File: config.mk
export PLATFORM = sky130hd
export DESIGN_NAME = weekly_zone_irrigation_scheduler_unit
export DESIGN_NICKNAME = d
export VERILOG_FILES = /design/src/design/wzis_pkg.sv /design/src/design/wzis_ram.sv /design/src/design/wzis_evq.sv /design/src/design/wzis_scan.sv /design/src/design/weekly_zone_irrigation_scheduler_unit.sv
export SDC_FILE = /design/constraint.sdc
export NUM_CORES = 1
export LEC_CHECK = 0
export BUFFER_PORTS_ARGS = -buffer_cell sky130_fd_sc_hd__buf_2
export CAP_MARGIN = 20
export CORE_AREA = 2 2 275 277
export CTS_BUF_LIST = sky130_fd_sc_hd__clkbuf_2
export DETAILED_ROUTE_END_ITERATION = 6
export DIE_AREA = 0 0 277 279
export PLACE_DENSITY = 0.63
export SLEW_MARGIN = 20
export SYNTH_ARGS = -nofsm -noshare
export SYNTH_HDL_FRONTEND = slang
export SYNTH_SLANG_ARGS = --single-unit
File: constraint.sdc
create_clock -name clk -period 9.7 [get_ports clk]
set_clock_uncertainty 0.05 [all_clocks]
set_input_delay 1.94 -clock clk [delete_from_list [all_inputs] [get_ports clk]]
set_output_delay 1.94 -clock clk [all_outputs]
set_load 0.01 [all_outputs]
File: src/design/wzis_pkg.sv
// shared types, codes and constants of the weekly zone irrigation scheduler
`default_nettype none

package wzis_pkg;

  localparam int DEF_NUM_ENTRIES = 8;
  localparam int DEF_ZONE_COUNT  = 8;

  localparam int S_DATA_W = 96;
  localparam int M_DATA_W = 16;
  localparam int STAMP_W  = 32;
  localparam int MAX_EVENTS = 16;
  localparam int EVCNT_W  = $clog2(MAX_EVENTS + 1);

  localparam logic        OP_WRITE = 1'b0;
  localparam logic        OP_TICK  = 1'b1;
  localparam logic [1:0]  STAT_OFF = 2'd0;
  localparam logic [1:0]  STAT_ON  = 2'd1;
  localparam logic        KIND_START = 1'b0;
  localparam logic        KIND_STOP  = 1'b1;
  localparam logic [15:0] MS_PER_MIN   = 16'd60000;
  localparam logic [10:0] MAX_DURATION = 11'd1439;

  // one schedule entry as held in the table memory
  typedef struct packed {
    logic [1:0]  status;
    logic [7:0]  zones;
    logic [6:0]  days;
    logic [10:0] dur;
    logic [10:0] smin;
  } cfg_t;

  localparam int CFG_W = $bits(cfg_t);

  typedef struct packed {
    logic        op;
    logic [2:0]  entry_index;
    logic        entry_valid;
    logic [10:0] start_minute;
    logic [10:0] duration_minutes;
    logic [6:0]  day_mask;
    logic [7:0]  zone_mask;
    logic [1:0]  entry_status;
    logic [10:0] minute_of_day;
    logic [2:0]  weekday;
    logic [31:0] now_ms;
  } item_t;

  typedef struct packed {
    logic [2:0] entry;
    logic       kind;
    logic [7:0] zones;
    logic       pump;
  } event_t;

  // scanner to event queue
  typedef struct packed {
    logic   push;
    logic   flush;
    event_t ev;
  } evq_ctl_t;

  typedef enum logic [2:0] {
    SC_IDLE,
    SC_READ,
    SC_EVAL,
    SC_PUSH_START,
    SC_PUSH_STOP,
    SC_FLUSH
  } scan_state_t;

endpackage

`default_nettype wire

File: src/design/wzis_ram.sv
// generic single write port ram with registered read
`default_nettype none

module wzis_ram #(
  parameter int WIDTH = 8,
  parameter int DEPTH = 8,
  localparam int AW = (DEPTH > 1) ? $clog2(DEPTH) : 1
) (
  input  wire logic             clk,
  input  wire logic             we,
  input  wire logic [AW-1:0]    waddr,
  input  wire logic [WIDTH-1:0] wdata,
  input  wire logic [AW-1:0]    raddr,
  output logic      [WIDTH-1:0] rdata
);

  logic [WIDTH-1:0] mem [DEPTH];

  always_ff @(posedge clk) begin
    if (we) begin
      mem[waddr] <= wdata;
    end
    rdata <= mem[raddr];
  end

endmodule

`default_nettype wire

File: src/design/wzis_evq.sv
// event queue: one held word for end-of-tick marking, output register, event cap
`default_nettype none

module wzis_evq
  import wzis_pkg::*;
(
  input  wire logic     clk,
  input  wire logic     rst,
  input  wire evq_ctl_t ctl,
  output logic          ready,
  output logic          out_valid,
  input  wire logic     out_ready,
  output event_t        out_ev,
  output logic          out_last
);

  logic               pend_valid;
  event_t             pend;
  logic [EVCNT_W-1:0] cnt;
  logic               out_free;
  logic               push_ok;
  logic               flush_ok;
  logic               load;

  assign out_free = !out_valid || out_ready;
  assign ready    = !pend_valid || out_free;
  // words beyond the cap still count as taken, they are just dropped
  assign push_ok  = ctl.push && ready && (cnt < EVCNT_W'(MAX_EVENTS));
  assign flush_ok = ctl.flush && ready;
  assign load     = (push_ok || flush_ok) && pend_valid;

  always_ff @(posedge clk) begin
    if (rst) begin
      out_valid  <= 1'b0;
      pend_valid <= 1'b0;
      cnt        <= '0;
    end else begin
      if (load) begin
        out_valid <= 1'b1;
      end else if (out_ready) begin
        out_valid <= 1'b0;
      end
      if (push_ok) begin
        pend_valid <= 1'b1;
        cnt        <= cnt + 1'b1;
      end else if (flush_ok) begin
        pend_valid <= 1'b0;
        cnt        <= '0;
      end
    end
  end

  always_ff @(posedge clk) begin
    if (load) begin
      out_ev   <= pend;
      out_last <= flush_ok;
    end
    if (push_ok) begin
      pend <= ctl.ev;
    end
  end

endmodule

`default_nettype wire

File: src/design/wzis_scan.sv
// table writes and per-tick scan sequencer over the entry memories
`default_nettype none

module wzis_scan
  import wzis_pkg::*;
#(
  parameter int NUM_ENTRIES = DEF_NUM_ENTRIES,
  parameter int ZONE_COUNT  = DEF_ZONE_COUNT,
  localparam int IDX_W = (NUM_ENTRIES > 1) ? $clog2(NUM_ENTRIES) : 1
) (
  input  wire logic               clk,
  input  wire logic               rst,
  input  wire logic               in_valid,
  output logic                    in_ready,
  input  wire item_t              in_item,
  output logic                    cfg_we,
  output logic [IDX_W-1:0]        cfg_waddr,
  output cfg_t                    cfg_wdata,
  output logic [IDX_W-1:0]        cfg_raddr,
  input  wire cfg_t               cfg_rdata,
  output logic                    stamp_we,
  output logic [IDX_W-1:0]        stamp_waddr,
  output logic [STAMP_W-1:0]      stamp_wdata,
  output logic [IDX_W-1:0]        stamp_raddr,
  input  wire logic [STAMP_W-1:0] stamp_rdata,
  output evq_ctl_t                ctl,
  input  wire logic               evq_ready
);

  localparam logic [7:0] ZONE_MASK =
    (ZONE_COUNT >= 8) ? 8'hFF : 8'((1 << ZONE_COUNT) - 1);

  scan_state_t state, state_next;

  logic [IDX_W-1:0]       idx;
  logic [NUM_ENTRIES-1:0] valid;
  logic [NUM_ENTRIES-1:0] running;
  logic [NUM_ENTRIES-1:0] stamp_ok;
  logic [10:0]            tick_minute;
  logic [2:0]             tick_wd;
  logic [STAMP_W-1:0]     tick_now;
  logic                   ev_stop;
  logic [7:0]             ev_zones;

  logic                   accept;
  logic                   wr_hit;
  logic [IDX_W-1:0]       wr_idx;
  logic                   last_idx;
  logic                   advance;
  logic                   cur_valid;
  logic                   cur_run;
  logic [STAMP_W-1:0]     stamp_cur;
  logic [7:0]             day_vec;
  logic                   start_hit;
  logic                   stop_hit;
  logic [26:0]            need;
  logic [STAMP_W-1:0]     elapsed;
  cfg_t                   new_cfg;

  assign accept   = in_valid && in_ready;
  assign wr_hit   = (in_item.op == OP_WRITE) && (int'(in_item.entry_index) < NUM_ENTRIES);
  assign wr_idx   = IDX_W'(in_item.entry_index);
  assign last_idx = (idx == IDX_W'(NUM_ENTRIES - 1));

  assign cfg_raddr   = idx;
  assign stamp_raddr = idx;

  // entry evaluation on the word read in the previous cycle
  assign cur_valid = valid[idx];
  assign cur_run   = running[idx];
  assign stamp_cur = stamp_ok[idx] ? stamp_rdata : '0;
  assign day_vec   = {1'b0, cfg_rdata.days};
  assign start_hit = cur_valid && !cur_run && (cfg_rdata.status == STAT_OFF) &&
                     (cfg_rdata.smin == tick_minute) && day_vec[tick_wd];
  assign need      = 27'(cfg_rdata.dur) * 27'(MS_PER_MIN);
  assign elapsed   = tick_now - stamp_cur;
  // a fresh start has zero elapsed time
  assign stop_hit  = cur_valid &&
                     (start_hit ? (cfg_rdata.dur == '0)
                                : (cur_run && (elapsed >= {5'd0, need})));

  always_comb begin
    new_cfg.status = in_item.entry_status;
    new_cfg.zones  = in_item.zone_mask;
    new_cfg.days   = in_item.day_mask;
    new_cfg.dur    = (in_item.duration_minutes > MAX_DURATION) ? MAX_DURATION
                                                              : in_item.duration_minutes;
    new_cfg.smin   = in_item.start_minute;
  end

  always_ff @(posedge clk) begin
    if (rst) begin
      state <= SC_IDLE;
    end else begin
      state <= state_next;
    end
  end

  always_comb begin
    state_next       = state;
    in_ready         = 1'b0;
    cfg_we           = 1'b0;
    cfg_waddr        = idx;
    cfg_wdata        = cfg_rdata;
    stamp_we         = 1'b0;
    stamp_waddr      = idx;
    stamp_wdata      = tick_now;
    advance          = 1'b0;
    ctl.push         = 1'b0;
    ctl.flush        = 1'b0;
    ctl.ev.entry     = 3'(idx);
    ctl.ev.kind      = KIND_START;
    ctl.ev.zones     = ev_zones;
    ctl.ev.pump      = 1'b1;
    unique case (state)
      SC_IDLE: begin
        in_ready = !rst;
        if (in_valid && !rst) begin
          if (in_item.op == OP_TICK) begin
            state_next = SC_READ;
          end else if (wr_hit && in_item.entry_valid) begin
            cfg_we    = 1'b1;
            cfg_waddr = wr_idx;
            cfg_wdata = new_cfg;
          end
        end
      end
      SC_READ: begin
        state_next = SC_EVAL;
      end
      SC_EVAL: begin
        cfg_we           = start_hit || stop_hit;
        cfg_wdata.status = (start_hit && !stop_hit) ? STAT_ON : STAT_OFF;
        stamp_we         = start_hit;
        if (start_hit) begin
          state_next = SC_PUSH_START;
        end else if (stop_hit) begin
          state_next = SC_PUSH_STOP;
        end else begin
          advance = 1'b1;
        end
      end
      SC_PUSH_START: begin
        ctl.push = 1'b1;
        if (evq_ready) begin
          if (ev_stop) begin
            state_next = SC_PUSH_STOP;
          end else begin
            advance = 1'b1;
          end
        end
      end
      SC_PUSH_STOP: begin
        ctl.push    = 1'b1;
        ctl.ev.kind = KIND_STOP;
        ctl.ev.pump = 1'b0;
        if (evq_ready) begin
          advance = 1'b1;
        end
      end
      SC_FLUSH: begin
        ctl.flush = 1'b1;
        if (evq_ready) begin
          state_next = SC_IDLE;
        end
      end
      default: begin
        state_next = SC_IDLE;
      end
    endcase
    if (advance) begin
      state_next = last_idx ? SC_FLUSH : SC_READ;
    end
  end

  always_ff @(posedge clk) begin
    if (rst) begin
      idx      <= '0;
      valid    <= '0;
      running  <= '0;
      stamp_ok <= '0;
    end else begin
      if (accept && (in_item.op == OP_TICK)) begin
        idx <= '0;
      end else if (advance && !last_idx) begin
        idx <= idx + 1'b1;
      end
      if (accept && wr_hit) begin
        valid[wr_idx]   <= in_item.entry_valid;
        running[wr_idx] <= in_item.entry_valid && (in_item.entry_status == STAT_ON);
      end
      if ((state == SC_EVAL) && cur_valid) begin
        running[idx] <= start_hit ? !stop_hit : (cur_run && !stop_hit);
        if (start_hit) begin
          stamp_ok[idx] <= 1'b1;
        end
      end
    end
  end

  always_ff @(posedge clk) begin
    if (accept && (in_item.op == OP_TICK)) begin
      tick_minute <= in_item.minute_of_day;
      tick_wd     <= in_item.weekday;
      tick_now    <= in_item.now_ms;
    end
    if (state == SC_EVAL) begin
      ev_stop  <= stop_hit;
      ev_zones <= cfg_rdata.zones & ZONE_MASK;
    end
  end

endmodule

`default_nettype wire

File: src/design/weekly_zone_irrigation_scheduler_unit.sv
// top level of the weekly zone irrigation scheduler
// a table write gives no word and leaves the scanner idle; the next item is taken in the cycle after
// a tick scans the entries in turn through table and stamp memories with one write port each:
// a read state and an evaluate/write-back state per entry, a push state per event word
// (held while the event queue is not ready) and a closing flush state
// each event word leaves once the next one of its tick is known; the last leaves at the close
// rst clears the control state and the valid, running and stamp flags; memories keep contents
`default_nettype none

module weekly_zone_irrigation_scheduler_unit
  import wzis_pkg::*;
#(
  parameter int NUM_ENTRIES = DEF_NUM_ENTRIES,
  parameter int ZONE_COUNT  = DEF_ZONE_COUNT
) (
  input  wire logic                clk,
  input  wire logic                rst,
  // input words
  input  wire logic                s_tvalid,
  output logic                     s_tready,
  // entry_index, entry_valid, start_minute, duration_minutes, day_mask, zone_mask,
  // entry_status, minute_of_day, weekday, now_ms, zero fill
  input  wire logic [S_DATA_W-1:0] s_tdata,
  // op
  input  wire logic                s_tuser,
  // event words
  output logic                     m_tvalid,
  input  wire logic                m_tready,
  // event_entry, zones_switched, pump_on, zero fill
  output logic [M_DATA_W-1:0]      m_tdata,
  // event_kind
  output logic                     m_tuser,
  output logic                     m_tlast
);

  localparam int IDX_W = (NUM_ENTRIES > 1) ? $clog2(NUM_ENTRIES) : 1;

  item_t              item;
  logic               cfg_we;
  logic [IDX_W-1:0]   cfg_waddr;
  cfg_t               cfg_wdata;
  logic [IDX_W-1:0]   cfg_raddr;
  cfg_t               cfg_rdata;
  logic               stamp_we;
  logic [IDX_W-1:0]   stamp_waddr;
  logic [STAMP_W-1:0] stamp_wdata;
  logic [IDX_W-1:0]   stamp_raddr;
  logic [STAMP_W-1:0] stamp_rdata;
  evq_ctl_t           ctl;
  logic               evq_ready;
  event_t             out_ev;

  // unpack the input word, first field in the low bits
  assign item.op               = s_tuser;
  assign item.entry_index      = s_tdata[2:0];
  assign item.entry_valid      = s_tdata[3];
  assign item.start_minute     = s_tdata[14:4];
  assign item.duration_minutes = s_tdata[25:15];
  assign item.day_mask         = s_tdata[32:26];
  assign item.zone_mask        = s_tdata[40:33];
  assign item.entry_status     = s_tdata[42:41];
  assign item.minute_of_day    = s_tdata[53:43];
  assign item.weekday          = s_tdata[56:54];
  assign item.now_ms           = s_tdata[88:57];

  // sequencer: writes, scan, start/stop decisions
  wzis_scan #(
    .NUM_ENTRIES (NUM_ENTRIES),
    .ZONE_COUNT  (ZONE_COUNT)
  ) u_scan (
    .clk         (clk),
    .rst         (rst),
    .in_valid    (s_tvalid),
    .in_ready    (s_tready),
    .in_item     (item),
    .cfg_we      (cfg_we),
    .cfg_waddr   (cfg_waddr),
    .cfg_wdata   (cfg_wdata),
    .cfg_raddr   (cfg_raddr),
    .cfg_rdata   (cfg_rdata),
    .stamp_we    (stamp_we),
    .stamp_waddr (stamp_waddr),
    .stamp_wdata (stamp_wdata),
    .stamp_raddr (stamp_raddr),
    .stamp_rdata (stamp_rdata),
    .ctl         (ctl),
    .evq_ready   (evq_ready)
  );

  // schedule table: start minute, duration, days, zones, status
  wzis_ram #(
    .WIDTH (CFG_W),
    .DEPTH (NUM_ENTRIES)
  ) u_cfg_ram (
    .clk   (clk),
    .we    (cfg_we),
    .waddr (cfg_waddr),
    .wdata (cfg_wdata),
    .raddr (cfg_raddr),
    .rdata (cfg_rdata)
  );

  // start stamps, read as zero until the entry first starts
  wzis_ram #(
    .WIDTH (STAMP_W),
    .DEPTH (NUM_ENTRIES)
  ) u_stamp_ram (
    .clk   (clk),
    .we    (stamp_we),
    .waddr (stamp_waddr),
    .wdata (stamp_wdata),
    .raddr (stamp_raddr),
    .rdata (stamp_rdata)
  );

  // holds one event back so the last of a tick can be marked
  wzis_evq u_evq (
    .clk       (clk),
    .rst       (rst),
    .ctl       (ctl),
    .ready     (evq_ready),
    .out_valid (m_tvalid),
    .out_ready (m_tready),
    .out_ev    (out_ev),
    .out_last  (m_tlast)
  );

  assign m_tdata = {4'd0, out_ev.pump, out_ev.zones, out_ev.entry};
  assign m_tuser = out_ev.kind;

endmodule

`default_nettype wire

==> flow_metrics.py, run 1 <==
metrics = {
    "clock_tree": {
        "clk_pin_slew_ns": 0.10,
        "htreeDepth": 4,
        "clkLatencyLatePin_ns": 1.41,
        "cts.sinks": 758,
        "post-cts-setup-buffer-count": 0,
        "clock_path_buffers": 3,
        "clock_tree.root_cell": "clkbuf_2",
        "hold_buffers": 0,
        "cts_resized": 0,
        "numCtsBuffers": 174,
        "cts_tree": "yes",
    },
    "sta": {
        "grt_setup_unrepaired": "false",
        "report.final.setup_viol": 0,
        "worstMarginPinSlew_ns": 1.07,
        "fin_crit_ns": 8.29,
        "period_share_pct": 85.5,
        "slew_viol_final": 0,
        "hold_violations": 0,
        "tns_ns": 0,
        "relSlewSlack_pct": 28.7,
        "hold_slack_ns": 0.358,
        "fmax_ghz": 0.121,
    },
    "worst_setup_path": {
        "crit_end": "u_cfg_ram.mem[0][15]",
        "r2r_start": "u_cfg_ram.rdata[12]",
        "ff2ff_setup_slack_ns": 1.41,
        "crit_cells": 27,
        "rr_endpoint": "u_cfg_ram.mem[0][15]",
        "cp-startpoint": "u_cfg_ram.rdata[12]",
        "worstPathMaxFanout": 39,
        "critPathKind": "reg2reg",
        "cp_top_family": "adder cells",
        "timing.reg2reg.worst_path_depth": 27,
        "crit_slowest_cell": "fa_1",
        "cp.required_ns": 10.64,
        "start_kind": "flop",
        "crit_path_end_kind": "flop",
        "slowest_delay_ns": 0.55,
        "path_buf_inv": 5,
        "worstPathArrival_ns": 9.23,
        "crit_top_cell": "fa_1",
    },
    "route": {
        "routed_wl_um": 77800,
        "via_per_inst": 5.56,
        "wl_per_cell_um": 21.9,
        "vias": 19800,
        "drtPass1Iterations": 5,
        "drc": 0,
        "ant_nets": 0,
        "drt_iter0_drc": 1701,
    },
    "floorplanning": {
        "start_util_pct": 42.7,
        "fp.dieW_um": 277,
        "fp-row-count": 100,
        "die_y_um": 279,
        "core-area_um2": 74100,
        "pin_count": 121,
        "dieArea_um2": 77300,
    },
    "grt": {
        "grt_pass1_vias": 19900,
        "antenna_found_initial": 4,
        "grt_max_degree": 59,
        "grt_overflow": 0,
        "grt_pass1_wl_um": 117000,
        "grt.total_usage_pct": 20.0,
    },
    "synth": {
        "synth_cell_types": 74,
        "yosysMostFrequentCell": "edfxtp_1",
        "synth_ff_type": "edfxtp_1",
        "yosysTopAreaCellShare_pct": 61.8,
        "syn_area_um2": 31600,
        "ys_async_sr_fraction_pct": 0,
        "ys_top_cells_by_count": "650 x edfxtp_1, 286 x a22oi_1, 182 x nand2_1",
        "seq_area_frac_synth_pct": 68.6,
        "syn_area_per_cell_um2": 14.3,
        "synth-edff-count": 650,
        "ys_seq_elements": 758,
        "synthTopCellsByArea": "edfxtp_1 62%, dfxtp_1 6.8%, a22oi_1 6.8%",
        "synth.largest_area_cell": "edfxtp_1",
        "ys.warnings.count": 0,
        "syn-instance-count": 2211,
    },
    "place": {
        "gp_congestion": 0.839,
        "io_buffer_count": 109,
        "dp_hpwl_um": 44500,
    },
    "cells_and_area": {
        "area_delta_synth_final_pct": 11.3,
        "final_util_pct": 47.5,
        "final_nets": 2695,
        "drive_gt1_share_pct": 18.6,
        "n_fill_cell": 6575,
    },
    "flow_run": {
        "maxCapViolations": 0,
    },
    "hold_path": {
        "hold_path_class": "reg2reg",
    },
    "outcome": {
        "status": "finished, final reports clean",
    },
}
==> worst min-delay path by stage <==
stage	startpoint	endpoint	slack (ns)	cells past startpoint
CTS	u_cfg_ram.rdata[33]	u_scan.ev_zones[4]	0.34	0
finish	u_cfg_ram.rdata[33]	u_scan.ev_zones[4]	0.36	0
detailed placement	u_evq.pend[4]	u_evq.out_ev[4]	0.36	0
global placement	u_evq.pend[8]	u_evq.out_ev[8]	0.35	0
global route	u_evq.pend[6]	u_evq.out_ev[6]	0.39	0
floorplan	u_evq.pend[0]	u_evq.out_ev[0]	0.35	0
==> state kept, by name, indices dropped and copies added (netlist names), 5 cells and up <==
signal	cells
u_cfg_ram.mem	312
u_cfg_ram.rdata	39
u_evq.cnt	5
u_evq.out_ev	13
u_evq.pend	13
u_scan.ev_zones	8
u_scan.running	8
u_scan.stamp_ok	8
u_scan.stamp_wdata	32
u_scan.tick_minute	11
u_scan.valid	8
u_stamp_ram.mem	256
u_stamp_ram.rdata	32
==> per-stage QoR <==
| stage | setup slack, ns | cells | instance area [um2] |
|---|---|---|---|
| after CTS | 1.39 | 3548 | 35100 |
| after floorplan | 1.23 | 2214 | 31600 |
| after global routing | 0.841 | 3553 | 35200 |
| after global placement | 1.50 | 3221 | 33400 |
| after detailed placement | 1.45 | 3221 | 33400 |
| final | 1.41 | 3555 | 35200 |
==> per-layer routing <==
metal | vias up | track usage, % | part of all wire, %
met5 | - | 0 | 0.015
met4 | 2 | 7.26 | 2.3
met3 | 131 | 4.26 | 6.8
met2 | 675 | 32.3 | 48
met1 | 9852 | 26.9 | 43
li1 | 9094 | - | -
==> final cells by class <==
class | instances | area (um2) | area share (%)
Clock inverter | 61 | 425 | 1.21
Clock buffer | 266 | 1330 | 3.79
Multi-Input combinational cell | 1254 | 9320 | 26.5
Tap cell | 969 | 1210 | 3.45
Antenna cell | 6 | 15.0 | 0.0427
Sequential cell | 758 | 21700 | 61.7
Timing Repair Buffer | 144 | 812 | 2.31
Inverter | 97 | 364 | 1.04
==> placed cells by master, fill, tap and decap left out, drive strengths merged, types with 24 or more instances in the layout <==
master	count
a21oi	93
a22oi	286
buf	144
clkbuf	266
clkinv	47
dfxtp	108
edfxtp	650
fa	36
ha	129
inv	102
mux2i	24
nand2	182
nand4	85
nor2	90
o21ai	45
xnor2	24
xor2	30
==> kinds of logic after synthesis <==
| group | share of synthesized area, % |
|---|---|
| flip-flops | 68.6 |
| adder cells (fa/ha/maj) | 7.39 |
| AND/OR/NAND/NOR | 7.19 |
| AO/OA/AOI/OAI | 11.7 |
| multiplexers | 1.02 |
| XOR/XNOR | 1.50 |
| other | 0.0119 |
| buffers and inverters | 2.53 |
Power of run 1 is not shown: default switching activity piles up to over one toggle a cycle in this logic, so the estimate is an artifact.
==> run 2: changes to the inputs <==
==> constraint.sdc (replaced) <==
create_clock -name clk -period 8.59 [get_ports clk]
set_clock_uncertainty 0.05 [all_clocks]
set_input_delay 0 -clock clk [delete_from_list [all_inputs] [get_ports clk]]
set_output_delay 0 -clock clk [all_outputs]
set_load 0.01 [all_outputs]
==> run 2 against run 1 <==
Utilization is 3.9 points higher. Flip-flop and latch count stayed put. Cell area is 8.2% higher. Largest cell class unchanged. Highest routed layer is now met4.
==> flow_metrics.py, run 2 (synthesis gave the netlist of run 1 again) <==
metrics = {
    "worst_setup_path": {
        "slowest_delay_ns": 0.54,
        "crit_path_end_kind": "flop",
        "critPathKind": "reg2reg",
        "crit_top_cell": "fa_1",
        "worstPathMaxFanout": 39,
        "cp.required_ns": 9.50,
        "cp_top_family": "adder cells",
        "path_buf_inv": 6,
        "worstPathArrival_ns": 9.04,
        "start_kind": "flop",
        "crit_slowest_cell": "fa_1",
    },
    "sta": {
        "tns_ns": 0,
        "report.final.setup_viol": 0,
        "fin_crit_ns": 8.13,
        "worstMarginPinSlew_ns": 1.10,
        "hold_violations": 0,
        "period_share_pct": 94.7,
        "fmax_ghz": 0.123,
        "grt_setup_unrepaired": "false",
        "slew_viol_final": 0,
        "relSlewSlack_pct": 26.8,
    },
    "place": {
        "gp_congestion": 0.844,
        "dp_hpwl_um": 45400,
        "io_buffer_count": 109,
    },
    "grt": {
        "grt_max_degree": 65,
        "grt_overflow": 0,
        "antenna_found_initial": 2,
        "grt.total_usage_pct": 20.8,
        "grt_pass1_vias": 21600,
        "grt_pass1_wl_um": 123000,
    },
    "route": {
        "drtPass1Iterations": 5,
        "routed_wl_um": 80400,
        "vias": 21000,
        "drc": 0,
        "wl_per_cell_um": 21.0,
        "drt_iter0_drc": 1655,
        "via_per_inst": 5.46,
        "ant_nets": 0,
    },
    "floorplanning": {
        "die_y_um": 279,
        "dieArea_um2": 77300,
        "core-area_um2": 74100,
        "fp.dieW_um": 277,
        "fp-row-count": 100,
        "start_util_pct": 42.7,
        "pin_count": 121,
    },
    "outcome": {
        "status": "finished, final reports clean",
    },
    "clock_tree": {
        "clk_pin_slew_ns": 0.12,
        "numCtsBuffers": 174,
        "clkLatencyLatePin_ns": 1.40,
        "cts_tree": "yes",
        "htreeDepth": 4,
        "clock_tree.root_cell": "clkbuf_2",
        "cts.sinks": 758,
        "clock_path_buffers": 3,
    },
    "cells_and_area": {
        "final_nets": 2986,
        "final_cell_mix": "650 x edfxtp_1, 286 x a22oi_1, 286 x dlygate4sd3_1",
        "top_regs": "u_cfg_ram.mem: 312 flops, u_stamp_ram.mem: 256 flops, u_cfg_ram.rdata: 39 flops",
        "drive_gt1_share_pct": 16.6,
        "final_common_cell": "edfxtp_1",
        "final_util_pct": 51.4,
        "largest-register": "u_cfg_ram.mem",
        "largest_reg_flops": 312,
        "area_delta_synth_final_pct": 20.4,
        "n_fill_cell": 6243,
    },
    "pwr": {
        "total_leakage_power_uw": 0.0137,
        "total_power_uw": 16200,
        "p_per_area_nw_per_um2": 427,
        "ir_drop_mv": 0.892,
    },
    "flow_run": {
        "maxCapViolations": 0,
    },
    "hold_path": {
        "hold_path_class": "in2reg",
    },
}
run 2: cell count changes in the layout (fill, tap and decap cells not counted), moves of 2 or more:
cell,change
clkinv_1,+8
clkinv_2,-4
dlygate4sd3_1,+286
buf_12,+4
clkinvlp_4,-2
diode_2,-4
clkbuf_2,-6
run 2: what timing repair did:
item | CTS | global route
buffers inserted | 0 | 1
gates resized for setup | 0 | 3
endpoints found under the setup margin | 0 | 176
hold buffers | 287 | 0
hold endpoints to repair | 781 | 0
run 2: layout make-up:
class	instances	area [um2]	area share, %
Multi-Input combinational cell	1254	9330	24.5
Clock inverter	64	403	1.06
Clock buffer	260	1300	3.42
Inverter	97	364	0.957
Tap cell	969	1210	3.19
Timing Repair Buffer	435	3770	9.90
Antenna cell	2	5.00	0.0132
Sequential cell	758	21700	57.0
run 2: worst min-delay path, stage by stage:
cell	delay [ns]
dlygate4sd3_1	0.53
buf_2	0.10
dlygate4sd3_1	0.54
nand2_1	0.09
nand2_1	0.20
run 2: per-layer routing:
metal,track usage (%),wire (um)
met3,4.56,5660
met4,6.80,1460
met1,27.6,34500
met5,0,0
met2,34.2,38800
run 2: stage by stage:
stage                     cells  hold slack (ns)  area, um2  worst slack, ns
after floorplan            2214           0.0489      31600            0.123
after global placement     3225            0.127      33400            0.545
after detailed placement   3225            0.128      33400            0.470
after CTS                  3836          0.00316      38000            0.364
after global routing       3839           0.0864      38100           0.0198
final                      3839            0.199      38100            0.457
run 2: worst paths after layout:
path                  startpoint                    to  slack (ns)  depth (start not counted)
min reg2reg  u_cfg_ram.mem[2][8]    u_cfg_ram.rdata[8]        0.37                          2
min                  s_tdata[30]  u_cfg_ram.mem[3][26]        0.20                          5
max reg2reg  u_cfg_ram.rdata[12]   u_cfg_ram.mem[0][1]        0.46                         28
max          u_cfg_ram.rdata[12]   u_cfg_ram.mem[0][1]        0.46                         28
run 2: where the power goes:
part / switching, uW / internal (uW)
Sequential: 220 / 4450
Combinational: 5180 / 4050
Clock: 1400 / 949
Power figures use the tool's default switching activity.
